File: src/rtl/urc_pkg.sv
// Package for the ultrasonic range classifier: payload structs, register index
// codes, phase and zone encodings, and the constants of the distance divider.
// Depends on nothing; every other file of the block imports it.
package urc_pkg;

	localparam int WIDTH_BITS_DEF = 17;

	localparam int TIMEOUT_W = 16;
	localparam int TRIG_W    = 8;
	localparam int LIMIT_W   = 10;
	localparam int DIST_W    = 11;
	localparam int CFG_DATA_W = 16;

	localparam logic [TIMEOUT_W-1:0] TIMEOUT_RST = 16'd26100;
	localparam logic [TRIG_W-1:0]    TRIG_RST    = 8'd10;
	localparam logic [LIMIT_W-1:0]   STOP_RST    = 10'd6;
	localparam logic [LIMIT_W-1:0]   TURN_RST    = 10'd15;

	// Width / 58 is taken as (width >> 1) / 29, and that as a multiply by
	// ceil(2^21 / 29) followed by a shift. Exact for every 15-bit operand.
	localparam int             DIV_IN_W  = 16;
	localparam logic [16:0]    DIV_MAGIC = 17'd72316;
	localparam int             DIV_SHIFT = 21;
	localparam int             DIV_PROD_W = 32;

	typedef enum logic [1:0] {
		REG_TIMEOUT = 2'd0,
		REG_TRIGGER = 2'd1,
		REG_STOP    = 2'd2,
		REG_TURN    = 2'd3
	} cfg_index_t;

	typedef enum logic [1:0] {
		PH_IDLE = 2'd0,
		PH_TRIG = 2'd1,
		PH_WAIT = 2'd2,
		PH_MEAS = 2'd3
	} phase_t;

	typedef enum logic [1:0] {
		ZONE_STOP    = 2'd0,
		ZONE_TURN    = 2'd1,
		ZONE_ADVANCE = 2'd2
	} zone_t;

	typedef struct packed {
		logic [TIMEOUT_W-1:0] timeout_ticks;
		logic [TRIG_W-1:0]    trigger_ticks;
		logic [LIMIT_W-1:0]   stop_limit_cm;
		logic [LIMIT_W-1:0]   turn_limit_cm;
	} cfg_t;

	typedef struct packed {
		logic start_req;
		logic echo;
	} in_item_t;

	typedef struct packed {
		logic              trigger;
		logic              done_res;
		logic [DIST_W-1:0] distance_cm;
		logic              timed_out;
		zone_t             zone;
		logic              busy_res;
	} out_item_t;

endpackage

File: src/rtl/urc_cfg_regs.sv
// Configuration register file of the range classifier: four registers written
// through a valid/ready channel that is always ready.
// Depends on urc_pkg.
module urc_cfg_regs (
	input  logic                         clk,
	input  logic                         arst_n,
	input  logic                         cfg_valid,
	output logic                         cfg_ready,
	input  urc_pkg::cfg_index_t          cfg_index,
	input  logic [urc_pkg::CFG_DATA_W-1:0] cfg_data,
	output urc_pkg::cfg_t                cfg
);
	import urc_pkg::*;

	cfg_t cfg_q;

	assign cfg_ready = 1'b1;
	assign cfg       = cfg_q;

	always_ff @(posedge clk or negedge arst_n) begin
		if (!arst_n) begin
			cfg_q.timeout_ticks <= TIMEOUT_RST;
			cfg_q.trigger_ticks <= TRIG_RST;
			cfg_q.stop_limit_cm <= STOP_RST;
			cfg_q.turn_limit_cm <= TURN_RST;
		end else if (cfg_valid) begin
			unique case (cfg_index)
				REG_TIMEOUT: cfg_q.timeout_ticks <= cfg_data[TIMEOUT_W-1:0];
				REG_TRIGGER: cfg_q.trigger_ticks <= cfg_data[TRIG_W-1:0];
				REG_STOP:    cfg_q.stop_limit_cm <= cfg_data[LIMIT_W-1:0];
				REG_TURN:    cfg_q.turn_limit_cm <= cfg_data[LIMIT_W-1:0];
				default:     cfg_q <= cfg_q;
			endcase
		end
	end

endmodule

File: src/rtl/urc_core.sv
// Measurement core of the range classifier: phase machine, trigger and echo
// counters, distance divider and zone classification, one tick per transfer.
// Depends on urc_pkg.
module urc_core #(
	parameter int WIDTH_BITS = urc_pkg::WIDTH_BITS_DEF
) (
	input  logic               clk,
	input  logic               arst_n,
	input  logic               accept,
	input  urc_pkg::in_item_t  tick,
	input  urc_pkg::cfg_t      cfg,
	output urc_pkg::out_item_t res
);
	import urc_pkg::*;

	localparam int CMP_W = ((WIDTH_BITS > TIMEOUT_W) ? WIDTH_BITS : TIMEOUT_W) + 1;

	phase_t                  phase_q, phase_n;
	logic [TRIG_W-1:0]       tcnt_q, tcnt_n;
	logic [WIDTH_BITS-1:0]   width_q, width_n;
	logic [DIST_W-1:0]       last_q, last_n;

	logic [TRIG_W-1:0]       trig_len;
	logic [TRIG_W-1:0]       tcnt_inc;
	logic                    trig_end;
	logic [WIDTH_BITS-1:0]   width_base;
	logic [WIDTH_BITS-1:0]   width_inc;
	logic                    width_at_max;
	logic                    over_timeout;
	logic [CMP_W-1:0]        width_q_ext;
	logic [DIV_PROD_W-1:0]   div_prod;
	logic [DIST_W-1:0]       quotient;
	logic                    done;
	logic                    tout;
	logic [DIST_W-1:0]       dist_cm;

	// Shared datapath terms.
	always_comb begin
		trig_len     = (cfg.trigger_ticks == '0) ? TRIG_W'(1) : cfg.trigger_ticks;
		tcnt_inc     = (tcnt_q != '1) ? tcnt_q + TRIG_W'(1) : tcnt_q;
		trig_end     = (tcnt_inc >= trig_len);
		width_base   = (phase_q == PH_WAIT) ? '0 : width_q;
		width_at_max = (width_base == '1);
		width_inc    = width_base + WIDTH_BITS'(1);
		over_timeout = (CMP_W'(width_inc) > CMP_W'(cfg.timeout_ticks));
		width_q_ext  = CMP_W'(width_q);
		div_prod     = DIV_PROD_W'(width_q_ext[DIV_IN_W-1:1]) * DIV_PROD_W'(DIV_MAGIC);
		quotient     = div_prod[DIV_SHIFT+DIST_W-1:DIV_SHIFT];
		done = 1'b0;
		tout = 1'b0;
		if (phase_q == PH_WAIT || phase_q == PH_MEAS) begin
			if (tick.echo) begin
				done = width_at_max || over_timeout;
				tout = done;
			end else begin
				done = (phase_q == PH_MEAS);
			end
		end
	end

	// Next phase.
	always_comb begin
		phase_n = phase_q;
		unique case (phase_q)
			PH_IDLE: if (tick.start_req) begin
				phase_n = (trig_len == TRIG_W'(1)) ? PH_WAIT : PH_TRIG;
			end
			PH_TRIG: if (trig_end) begin
				phase_n = PH_WAIT;
			end
			PH_WAIT, PH_MEAS: begin
				if (done) begin
					phase_n = PH_IDLE;
				end else if (tick.echo) begin
					phase_n = PH_MEAS;
				end
			end
			default: phase_n = PH_IDLE;
		endcase
	end

	// Counters and result fields.
	always_comb begin
		tcnt_n  = tcnt_q;
		width_n = width_q;
		last_n  = last_q;
		dist_cm = tout ? '0 : quotient;
		res.trigger  = 1'b0;
		res.done_res = done;
		res.timed_out = tout;
		res.zone     = ZONE_STOP;
		unique case (phase_q)
			PH_IDLE: if (tick.start_req) begin
				res.trigger = 1'b1;
				tcnt_n      = TRIG_W'(1);
				width_n     = '0;
			end
			PH_TRIG: begin
				res.trigger = 1'b1;
				tcnt_n      = tcnt_inc;
			end
			PH_WAIT, PH_MEAS: begin
				if (tick.echo) begin
					width_n = width_at_max ? width_base : width_inc;
				end
				if (done) begin
					width_n = '0;
					tcnt_n  = '0;
					last_n  = dist_cm;
					if (dist_cm <= DIST_W'(cfg.stop_limit_cm)) begin
						res.zone = ZONE_STOP;
					end else if (dist_cm <= DIST_W'(cfg.turn_limit_cm)) begin
						res.zone = ZONE_TURN;
					end else begin
						res.zone = ZONE_ADVANCE;
					end
				end
			end
			default: tcnt_n = tcnt_q;
		endcase
		res.distance_cm = last_n;
		res.busy_res    = (phase_n != PH_IDLE);
	end

	always_ff @(posedge clk or negedge arst_n) begin
		if (!arst_n) begin
			phase_q <= PH_IDLE;
			tcnt_q  <= '0;
			width_q <= '0;
			last_q  <= '0;
		end else if (accept) begin
			phase_q <= phase_n;
			tcnt_q  <= tcnt_n;
			width_q <= width_n;
			last_q  <= last_n;
		end
	end

	a_start_leaves_idle: assert property (@(posedge clk) disable iff (!arst_n)
		(accept && phase_q == PH_IDLE && tick.start_req) |=> (phase_q != PH_IDLE))
		else $error("start request in idle did not begin a measurement");

	a_done_clears: assert property (@(posedge clk) disable iff (!arst_n)
		(accept && res.done_res) |=> (phase_q == PH_IDLE && width_q == '0 && tcnt_q == '0))
		else $error("completed measurement did not return to idle");

	a_trig_count_live: assert property (@(posedge clk) disable iff (!arst_n)
		(phase_q == PH_TRIG) |-> (tcnt_q != '0 && res.trigger && !res.done_res))
		else $error("trigger phase with a zero count or a completion");

	a_width_in_timeout: assert property (@(posedge clk) disable iff (!arst_n)
		(accept && res.done_res && !res.timed_out)
			|-> (CMP_W'(width_q) <= CMP_W'(cfg.timeout_ticks)))
		else $error("echo width above timeout reported as valid");

endmodule

File: src/rtl/urc_out_reg.sv
// Result register of the range classifier: one registered slot between the
// core and result channel; upstream is ready if the slot is empty or drains.
// Depends on urc_pkg.
module urc_out_reg (
	input  logic               clk,
	input  logic               arst_n,
	input  logic               up_valid,
	output logic               up_ready,
	input  urc_pkg::out_item_t up_data,
	output logic               down_valid,
	input  logic               down_ready,
	output urc_pkg::out_item_t down_data
);
	import urc_pkg::*;

	logic      valid_q;
	out_item_t data_q;

	assign up_ready   = !valid_q || down_ready;
	assign down_valid = valid_q;
	assign down_data  = data_q;

	always_ff @(posedge clk or negedge arst_n) begin
		if (!arst_n) begin
			valid_q <= 1'b0;
		end else if (up_ready) begin
			valid_q <= up_valid;
		end
	end

	always_ff @(posedge clk) begin
		if (up_valid && up_ready) begin
			data_q <= up_data;
		end
	end

	a_stall_holds: assert property (@(posedge clk) disable iff (!arst_n)
		(valid_q && !down_ready) |=> (valid_q && $stable(data_q)))
		else $error("stalled result was lost or changed");

	a_load_shows: assert property (@(posedge clk) disable iff (!arst_n)
		(up_valid && up_ready) |=> valid_q)
		else $error("accepted result did not appear");

	a_drain_empties: assert property (@(posedge clk) disable iff (!arst_n)
		(valid_q && down_ready && !up_valid) |=> !valid_q)
		else $error("result delivered twice");

endmodule

File: src/rtl/ultrasonic_range_classifier.sv
// Top level of the ultrasonic range classifier: configuration registers,
// measurement core and result register. Depends on urc_pkg, urc_cfg_regs,
// urc_core and urc_out_reg.
//
// Usage. Each transfer on the tick channel is one microsecond sample carrying
// a start request and the echo pin level. Every tick produces exactly one
// result transfer with the trigger level to drive, a done flag, the distance
// in centimeters, a timeout flag, the zone (stop, turn, advance) and busy.
// A start request while idle raises the trigger for trigger_ticks ticks, then
// the echo pulse is timed; on its falling edge the width divided by 58 gives
// the distance. An echo longer than timeout_ticks ends the measurement as
// timed out with distance zero.
//
// Timing: a tick's result is captured in the output register with its
// transfer, and a new tick is taken every cycle while the result slot is
// free or draining. The tick is handled in a single registered pass; the
// path is set by the divide-by-58 multiplier feeding the zone compares.
//
// Reset: the configuration returns to its defaults, the measurement returns
// to idle with cleared counters and a last distance of zero, and the result
// register is empty. Stall: while the receiver holds off a waiting result,
// tick_ready is low and the tick source waits. The configuration channel is
// always ready; writes are meant for idle periods.
module ultrasonic_range_classifier #(
	parameter int WIDTH_BITS = urc_pkg::WIDTH_BITS_DEF
) (
	input  logic                           clk,
	input  logic                           arst_n,
	input  logic                           tick_valid,
	output logic                           tick_ready,
	input  urc_pkg::in_item_t              tick,
	output logic                           result_valid,
	input  logic                           result_ready,
	output urc_pkg::out_item_t             result,
	input  logic                           cfg_valid,
	output logic                           cfg_ready,
	input  urc_pkg::cfg_index_t            cfg_index,
	input  logic [urc_pkg::CFG_DATA_W-1:0] cfg_data
);
	import urc_pkg::*;

	cfg_t      cfg;
	out_item_t core_res;
	logic      tick_accept;

	// A tick is taken whenever the result slot is free or draining this cycle.
	assign tick_accept = tick_valid && tick_ready;

	urc_cfg_regs u_cfg (
		.clk       (clk),
		.arst_n    (arst_n),
		.cfg_valid (cfg_valid),
		.cfg_ready (cfg_ready),
		.cfg_index (cfg_index),
		.cfg_data  (cfg_data),
		.cfg       (cfg)
	);

	urc_core #(
		.WIDTH_BITS (WIDTH_BITS)
	) u_core (
		.clk    (clk),
		.arst_n (arst_n),
		.accept (tick_accept),
		.tick   (tick),
		.cfg    (cfg),
		.res    (core_res)
	);

	urc_out_reg u_out (
		.clk        (clk),
		.arst_n     (arst_n),
		.up_valid   (tick_valid),
		.up_ready   (tick_ready),
		.up_data    (core_res),
		.down_valid (result_valid),
		.down_ready (result_ready),
		.down_data  (result)
	);

endmodule
File: config.mk
export PLATFORM = sky130hd
export DESIGN_NAME = ultrasonic_range_classifier
export DESIGN_NICKNAME = d
export VERILOG_FILES = /design/src/rtl/urc_pkg.sv /design/src/rtl/urc_cfg_regs.sv /design/src/rtl/urc_core.sv /design/src/rtl/urc_out_reg.sv /design/src/rtl/ultrasonic_range_classifier.sv
export SDC_FILE = /design/constraint.sdc
export NUM_CORES = 1
export LEC_CHECK = 0
export BUFFER_PORTS_ARGS = -buffer_cell sky130_fd_sc_hd__buf_2
export CAP_MARGIN = 25
export CORE_MARGIN = 2
export CORE_UTILIZATION = 30
export CTS_CLUSTER_DIAMETER = 150
export DETAILED_ROUTE_END_ITERATION = 10
export PLACE_DENSITY = 0.56
export SYNTH_ARGS = -nofsm -noshare
export SYNTH_HDL_FRONTEND = slang
export SYNTH_SLANG_ARGS = --single-unit
export TNS_END_PERCENT = 30
File: constraint.sdc
create_clock -name clk -period 8.62 [get_ports clk]
set_input_delay 0.862 -clock clk [delete_from_list [all_inputs] [get_ports clk]]
set_output_delay 0.862 -clock clk [all_outputs]
set_load 0.1 [all_outputs]
[After elaboration in Yosys (flattened, before gate mapping)]
Cells that the tools add are included.
Storage, ports and cells
  register bits after elaboration: 100
  bits of input ports: 25
  output and inout bits: 20
Cells by class
  add/subtract/negate cells: 2
  multipliers: 1
  order comparisons: 4
  equality and inequality tests: 12
  mux-type cells: 27
  bitwise gates (word level): 2
  reductions and logical operators: 18
Operator list (number)
  17-bit two-way mux: 5
  17-bit case mux with 2 select lines: 1
  11-bit two-way mux: 3
  8-bit two-way mux: 4
  15-bit by 15-bit multiplier with 30-bit output (second input constant): 1
  8-bit case mux with 3 select lines: 1
  11-bit by 10-bit <= comparator with 1-bit output: 2
  17-bit by 1-bit adder with 17-bit output (second input constant): 1
  17-bit equality test (second input constant): 1
  17-bit by 16-bit > comparator with 1-bit output: 1
  2-bit two-way mux: 6
  8-bit by 1-bit adder with 8-bit output (second input constant): 1
  2-bit equality test (second input constant): 4
  8-bit by 1-bit equality test with 1-bit output (second input constant): 1
  8-bit greater-or-equal comparator: 1
  8-bit zero test: 1
  8-bit != test (second input constant): 1
  2-bit AND reduction: 4
  2-bit case mux with 3 select lines: 1
  1-bit two-way mux: 5
  2-bit by 1-bit equality test with 1-bit output (second input constant): 2
  2-bit zero test: 2
  4-bit AND reduction: 1
  2-bit nonzero test: 2
  other kinds (11): 14

[Depth between registers and ports, before layout]
Gate-level depths: netlist (run 1).
  depth after elaboration: 10
  mapped depth: 30
  mapped depth without buffers: 30

[By module]
A second synthesis (run 1) with hierarchy kept.
Second synthesis, totals
  cells, all modules: 980
  area, all modules: 9973.3 µm²
By module, submodules not included
  urc_core: instances 1, cells each 862, area an instance 7713.6 µm²
  urc_cfg_regs: instances 1, cells each 96, area an instance 1689.1 µm²
  urc_out_reg: instances 1, cells each 21, area an instance 564.3 µm²
  ultrasonic_range_classifier: instances 1, cells each 1, area an instance 6.3 µm²

[Worst setup path after synthesis (run 1)]
No wires, ideal clock.
  kind: register to register
  start point: register u_core.width_q[13]
  end point: register u_out.data_q (netlist bit u_out.down_data[2]), data pin
  setup time: 0.269 ns
  arrival time: 6.619 ns
  data required time: 8.351 ns
  setup slack: 1.732 ns
  cell stages (with the launch flop): 28
  path buffers: 0
  period minus slack after synthesis: 6.888 ns
  cells stage by stage: dfrtp_1 > fa_1 > inv_1 > fa_1 > inv_1 > fa_1 > fa_1 > fa_1 > inv_1 > fa_1 > inv_1 > ha_1 > nand3_1 > a211oi_1 > o211ai_1 > a31oi_1 > o21a_1 > nor3_1 > or2_2 > nor2_1 > ha_1 > and4_1 > a211oi_1 > nand2_1 > o221ai_1 > nor3_1 > a31oi_1 > a21oi_1
Between the ends
  longest elaborated chain between the ends: 9
RTL lines
  start, declared: line urc_core.sv:20  | logic [WIDTH_BITS-1:0] width_q, width_n;
  start signal, assigned: line urc_core.sv:134  | width_q <= width_n;
  17-bit two-way mux: line urc_core.sv:42  | width_base = (phase_q == PH_WAIT) ? '0 : width_q;
  17-bit by 1-bit adder with 17-bit output: line urc_core.sv:44  | width_inc = width_base + WIDTH_BITS'(1);
  17-bit by 16-bit > comparator with 1-bit output: line urc_core.sv:45  | over_timeout = (CMP_W'(width_inc) > CMP_W'(cfg.timeout_ticks));
  1-bit logical OR: line urc_core.sv:53  | done = width_at_max || over_timeout;
  1-bit two-way mux: line urc_core.sv:52  | if (tick.echo) begin
  1-bit two-way mux: line urc_core.sv:51  | if (phase_q == PH_WAIT || phase_q == PH_MEAS) begin
  11-bit two-way mux: line urc_core.sv:87  | dist_cm = tout ? '0 : quotient;
  11-bit by 10-bit <= comparator with 1-bit output, on equally long branches: line urc_core.sv:110, urc_core.sv:112
  3-bit OR reduction (no source line) / 2-bit two-way mux (equally long branches)
  end signal, assigned: line urc_out_reg.sv:33  | data_q <= up_data;
  end, declared: line urc_out_reg.sv:17  | out_item_t data_q;
Parallel ways exist; a longest one is shown, timed or not.
A chain may end at the register's enable or synchronous reset.

[Worst setup path after layout (run 1)]
  start point: register u_core.width_q[12]
  end point: register u_out.data_q (netlist bit u_out.down_data[2]), data pin
Same word-level chain as after synthesis.

==> out/metrics.csv, run 1 <==
metric;value;unit
max-slew-margin-rel;0.359;
grt-ovfl-total;0;
synthCells;1009;
crit_required;8690;ps
clock_skew;9.16;ps
synthFlopType;dfrtp_1;
wl_per_cell;14.7;um
setup_tns;0;ps
synthArstFlopShare;0.830;
syn_area;0.00978;mm^2
switching_share;0.367;
first_iter_violations;283;
post_cts_buffers;0;
io_buffers;43;
clock_sinks;100;
avgViaCountPerCell;4.61;
clkPwrFrac;0.278;
core_area;0.0323;mm^2
synth_edf_count;17;
yosysSeqAreaShare;0.267;
power.internal;0.000988;W
grt_pass1_vias;7140;
r2r-start;u_core.width_q[12];
first_pass_iters;4;
p_leak;5.86;nW
p_seq_frac;0.390;
r2r.worst_path.cells;27;
pwr-share-comb;0.332;
grtUsageTotal;0.136;
cts_resized;0;
clockBufferDepth;2;
drtAntennaViolNets;0;
critical_path_peak_fanout;12;
final_max_slew_viol_count;0;
fillCellCount;3304;
rows;66;
io_pins;45;
gp_congestion;0.905;
synth_nets;1274;
clk_latency;350;ps
p_switching;0.000573;W
crit_path_end_kind;flip-flop;
crit_start;u_core.width_q[12];
htree_levels;3;
drv_cap;0;
wl;22.0;mm
postCtsHoldBufs;0;
ir_worst_vdd;87.8;uV
p_per_area;144;mW/mm^2
numCtsBuffers;9;
worst_slew_pin_slew;957;ps
ys_types;56;
cts.clk_slew.worst_paths;70;ps
drive_gt1_frac;0.120;
period_share;0.889;
die_h;185;um
cts_root_buffer;clkbuf_16;
finalCriticalPeriod;7670;ps
final-setup-viol-count;0;
dp_cells;1480;
fp.dieArea;0.0341;mm^2
path_class;flip-flop to flip-flop;
cp.arrival;7740;ps
ys_seq_elements;100;
insertedDiodeCount;0;
ys_warn_count;0;
area_growth;10.8;%
hold_path_class;input pin to asynchronous set/reset pin;
grt_max_degree;62;
fin_nets;1314;
rsz0062_at_grt;false;
critPathLaunchType;flip-flop;
outcome;completed;
power;0.00156;W
cts_tree;yes;
start_util;0.303;
num_vias;6899;
chipWidth;185;um
grt_pass1_wl;36.9;mm
grt_antenna_before_repair;0;
synth.avg_cell_area;9.69;um^2
fmax;0.130;GHz
dpl.hpwl;18.1;mm
hold_violations;0;
instances_no_fill;1496;
drc;0;
==> cell families after synthesis <==
| family | after synthesis | synth area share |
|---|---|---|
| buffers and inverters | 208 | 0.0823 |
| and+or+nand+nor | 232 | 0.111 |
| xor gates and xnor gates | 34 | 0.0304 |
| AOI/OAI and AO/OA | 163 | 0.109 |
| muxes | 31 | 0.0356 |
| adders and majority gates | 240 | 0.365 |
| other | 1 | 0.000383 |
| DFF | 100 | 0.267 |
==> worst max-delay path: stages (launching register included) <==
cell,delay (ps)
dfrtp_1,560
fa_1,620
inv_1,50
fa_1,470
inv_1,50
fa_1,520
fa_1,450
fa_1,540
inv_1,50
fa_1,530
inv_1,40
ha_1,290
nand3_1,100
a211oi_1,340
o211ai_1,190
a31oi_1,330
o21a_1,280
nor3_1,60
or2_2,300
nor2_1,150
ha_1,270
and3_1,200
o21ai_0,80
a21oi_1,60
a2111oi_0,520
nor3_1,100
a31oi_1,170
a21oi_1,50
==> cell type report <==
cell class	count	area, um^2	area share
sequential	100	2610	0.241
timing repair buffer	51	278	0.0256
clock inverter	4	55.1	0.00508
clock buffer	12	268	0.0247
tap	442	553	0.0511
multi-input combinational	701	6370	0.588
inverter	186	698	0.0644
==> layout by cell type, fill, tap and decap left out, types with 3 or more instances in the layout <==
cell type,synthesis,routed
a211oi_1,3,3
a21o_1,17,17
a21oi_1,36,36
a22o_1,4,4
a31oi_1,6,6
and2_1,11,11
and3_1,5,5
and4_1,3,3
buf_2,1,42
buf_4,1,9
clkbuf_16,0,10
dfrtp_1,66,66
dfstp_2,17,17
edfxtp_1,17,17
fa_1,75,75
ha_1,165,165
inv_1,186,186
mux2_2,30,30
nand2_1,87,87
nand2b_1,6,6
nand3_1,33,33
nand4_1,10,10
nor2_1,46,46
nor2b_1,6,6
nor3_1,9,9
nor4_1,4,4
o211ai_1,5,5
o21a_1,8,8
o21ai_0,57,57
o31ai_1,4,4
o41ai_1,5,5
o41ai_2,5,5
or2_2,3,3
xnor2_1,15,15
xor2_1,19,19
==> final timing paths <==
kind | endpoint | slack (ps)
worst max register to register | u_out.down_data[2] | 950
worst min register to register | u_core.last_q[0] | 490
worst min-delay path | u_core.tcnt_q[6] | 400
worst max-delay path | u_out.down_data[2] | 950
min in group clk | u_core.last_q[0] | 490
max in group asynchronous | u_core.width_q[13] | 7090
==> flip-flops by register name, summed over array words and instances (netlist names) <==
signal / flops
u_out.down_data: 17
u_core.width_q: 17
u_cfg.cfg: 44
u_out.down_valid: 1
u_core.tcnt_q: 8
u_core.last_q: 11
u_core.phase_q: 2
==> cells in the mapped netlist, drive strengths merged, types with 2 or more instances <==
library cell,n,area (um^2)
a211oi,3,22.5
fa,75,1500
and2,12,75.1
edfxtp,17,510
nor3,10,55.1
nand3,34,175
and3,5,31.3
clkbuf,18,67.6
or2,3,18.8
dfrtp,66,1650
nand2b,6,37.5
nor4,4,25.0
nand4,10,62.6
o41ai,10,125
o21a,8,60.1
mux2,30,338
dfstp,17,447
a211o,2,17.5
a21o,17,128
nor2,46,173
a22o,4,35.0
a21oi,36,180
or3,2,12.5
ha,165,2060
and4,3,26.3
xor2,19,166
inv,186,698
nor2b,6,37.5
o31ai,5,42.5
o21ai,57,285
a31oi,6,37.5
o211ai,5,37.5
o221ai,2,17.5
buf,4,38.8
a2111oi,2,17.5
xnor2,15,131
nand2,87,327
nand3b,2,15.0
==> per-stage QoR <==
step	worst slack, ps	area [um^2]	hold slack [ps]	utilization
after global placement	1070	10500	457	0.326
final	953	10800	400	0.336
after global routing	481	10800	401	0.336
after CTS	973	10800	398	0.336
after detailed placement	973	10500	472	0.326
after floorplan	1730	9780	443	-
==> power groups by stage <==
stage	Sequential [W]	Clock, W	Combinational, W
after floorplan	0.000654	0	0.000346
after global placement	0.000616	0	0.000510
after detailed placement	0.000617	0	0.000521
after CTS	0.000608	0.000447	0.000524
after global routing	0.000619	0.000468	0.000591
final	0.000608	0.000435	0.000518
==> per-layer routing <==
layer,global-route usage,routed length (um)
met1,0.181,10600
met2,0.230,10200
met3,0.0251,850
met4,0.0317,387
met5,0,0
No activity file was read; power rests on OpenSTA's default activity.
==> inputs of run 2 (changes only) <==
Settings changed: RECOVER_POWER from default to 50.
==> run 2 against run 1 <==
Via count barely moved. Clock skew barely moved. Non-clock buffer count did not move. Sequential power barely moved. Design area fell by 0.21%. The run now ends with capacitance limit, slew limit left. Maximum frequency barely moved. Critical path type unchanged. Critical endpoint unchanged. Clock-buffer cell count did not move.
==> out/metrics.csv, run 2 (synthesized netlist as in run 1, its figures left out) <==
metric;value;unit;change
insertedDiodeCount;0;;unchanged
numCtsBuffers;9;;unchanged
start_util;0.303;;unchanged
fmax;0.130;GHz;about the same
final_max_slew_viol_count;62;;+62
core_area;0.0323;mm^2;unchanged
hold_violations;0;;unchanged
p_per_area;144;mW/mm^2;about the same
period_share;0.889;;about the same
gp_congestion;0.905;;unchanged
cts_tree;yes;;
mostFrequentLayoutCells;inv_1, ha_1, nand2_1;;
area_growth;10.5;%;
num_vias;6895;;-0.058%
crit_required;8690;ps;about the same
switching_share;0.367;;+0.000457
grt_antenna_before_repair;0;;unchanged
power.internal;0.000985;W;-0.26%
finalCriticalPeriod;7670;ps;-0.725 ps
largest_reg_flops;44;;unchanged
final_common_cell;inv_1;;
grt_max_degree;62;;unchanged
cp.arrival;7740;ps;about the same
wl_per_cell;14.7;um;about the same
violations;capacitance limit, slew limit;;
dpl.hpwl;18.1;mm;unchanged
critPathLaunchType;flip-flop;;
ir_worst_vdd;87.7;uV;about the same
postCtsHoldBufs;0;;unchanged
p_leak;5.84;nW;-0.38%
clock_sinks;100;;unchanged
avgViaCountPerCell;4.61;;about the same
io_pins;45;;unchanged
outcome;complete, but fails checks;;
clock_skew;9.13;ps;-0.0333 ps
critical_path_peak_fanout;12;;unchanged
cts.clk_slew.worst_paths;70;ps;about the same
clkPwrFrac;0.279;;about the same
rsz0062_at_grt;false;;
grt_pass1_wl;36.9;mm;unchanged
rows;66;;unchanged
first_iter_violations;288;;+1.8%
drive_gt1_frac;0.113;;-0.00664
fp.dieArea;0.0341;mm^2;unchanged
max-slew-margin-rel;-1.28;;-1.64
p_switching;0.000572;W;about the same
fin_nets;1314;;unchanged
grt_pass1_vias;7140;;unchanged
grtUsageTotal;0.136;;unchanged
cts_root_buffer;clkbuf_16;;
drc;0;;unchanged
cts_resized;0;;unchanged
chipWidth;185;um;unchanged
r2r-start;u_core.width_q[12];;
worst_slew_pin_slew;3420;ps;+2460 ps
wl;22.0;mm;about the same
drv_cap;1;;+1
final_area;0.0108;mm^2;-0.21%
grt-ovfl-total;0;;unchanged
first_pass_iters;4;;unchanged
setup_tns;0;ps;unchanged
hold_path_class;flip-flop to flip-flop;;
io_buffers;43;;unchanged
postPlaceCellArea;0.0105;mm^2;unchanged
clockBufferDepth;2;;unchanged
final-setup-viol-count;0;;unchanged
drtAntennaViolNets;0;;unchanged
fillCellCount;3309;;+0.15%
pwr-share-comb;0.330;;-0.002
post_cts_buffers;0;;unchanged
htree_levels;3;;unchanged
fin_util;0.335;;-0.000697
crit_start;u_core.width_q[12];;
hold_ws;485;ps;+84.9 ps
path_class;flip-flop to flip-flop;;
p_seq_frac;0.390;;about the same
crit_path_end_kind;flip-flop;;
min_from;u_core.last_q[0];;
die_h;185;um;unchanged
clk_latency;350;ps;about the same
==> run 2: routing by layer <==
| layer | part of all wire | global-route usage | vias to the layer above |
|---|---|---|---|
| li1 | - | - | 3456 |
| met1 | 0.48 | 0.181 | 3300 |
| met2 | 0.46 | 0.230 | 117 |
| met3 | 0.039 | 0.0251 | 22 |
| met4 | 0.018 | 0.0317 | 0 |
| met5 | 0 | 0 | - |
==> run 2: layout make-up <==
class / count / area, um^2 / share of cell area
Clock inverter: 4 / 55.1 / 0.00509
Timing Repair Buffer: 51 / 260 / 0.0241
Multi-Input combinational cell: 701 / 6370 / 0.589
Clock buffer: 12 / 268 / 0.0248
Inverter: 186 / 698 / 0.0646
Tap cell: 442 / 553 / 0.0512
Sequential cell: 100 / 2610 / 0.241
==> run 2: through the flow <==
step	std cells	setup slack, ps	total power (W)
floorplan	1009	1730	0.00100
global placement	1480	1070	0.00113
detailed placement	1480	973	0.00114
CTS	1496	973	0.00158
global route	1496	481	0.00167
finish	1496	954	0.00156
==> run 2: power by group through the flow <==
| stage | clock network, W | logic [W] | registers [W] |
|---|---|---|---|
| 2_1_floorplan | 0 | 0.000346 | 0.000654 |
| 3_3_place_gp | 0 | 0.000510 | 0.000616 |
| 3_5_place_dp | 0 | 0.000521 | 0.000617 |
| 4_1_cts | 0.000447 | 0.000524 | 0.000608 |
| 5_1_grt | 0.000468 | 0.000588 | 0.000619 |
| 6_report | 0.000435 | 0.000515 | 0.000608 |
==> run 2: worst max-delay path: stages, from the launching register on <==
cell       delay [ps]
dfrtp_1           560
fa_1              620
inv_1              50
fa_1              470
inv_1              50
fa_1              520
fa_1              450
fa_1              540
inv_1              50
fa_1              530
inv_1              40
ha_1              290
nand3_1           100
a211oi_1          340
o211ai_1          190
a31oi_1           330
o21a_1            280
nor3_1             60
or2_2             300
nor2_1            150
ha_1              270
and3_1            200
o21ai_0            80
a21oi_1            60
a2111oi_0         520
nor3_1            100
a31oi_1           170
a21oi_1            50
==> run 2: final timing paths <==
check / slack [ps] / cells after the start / endpoint
hold / removal: 480 / 2 / u_core.last_q[0]
min in group asynchronous: 780 / 1 / u_core.tcnt_q[6]
hold reg to reg: 480 / 2 / u_core.last_q[0]
setup reg to reg: 950 / 27 / u_out.down_data[2]
setup / recovery: 950 / 27 / u_out.down_data[2]
max in group asynchronous: 3970 / 2 / u_core.width_q[13]
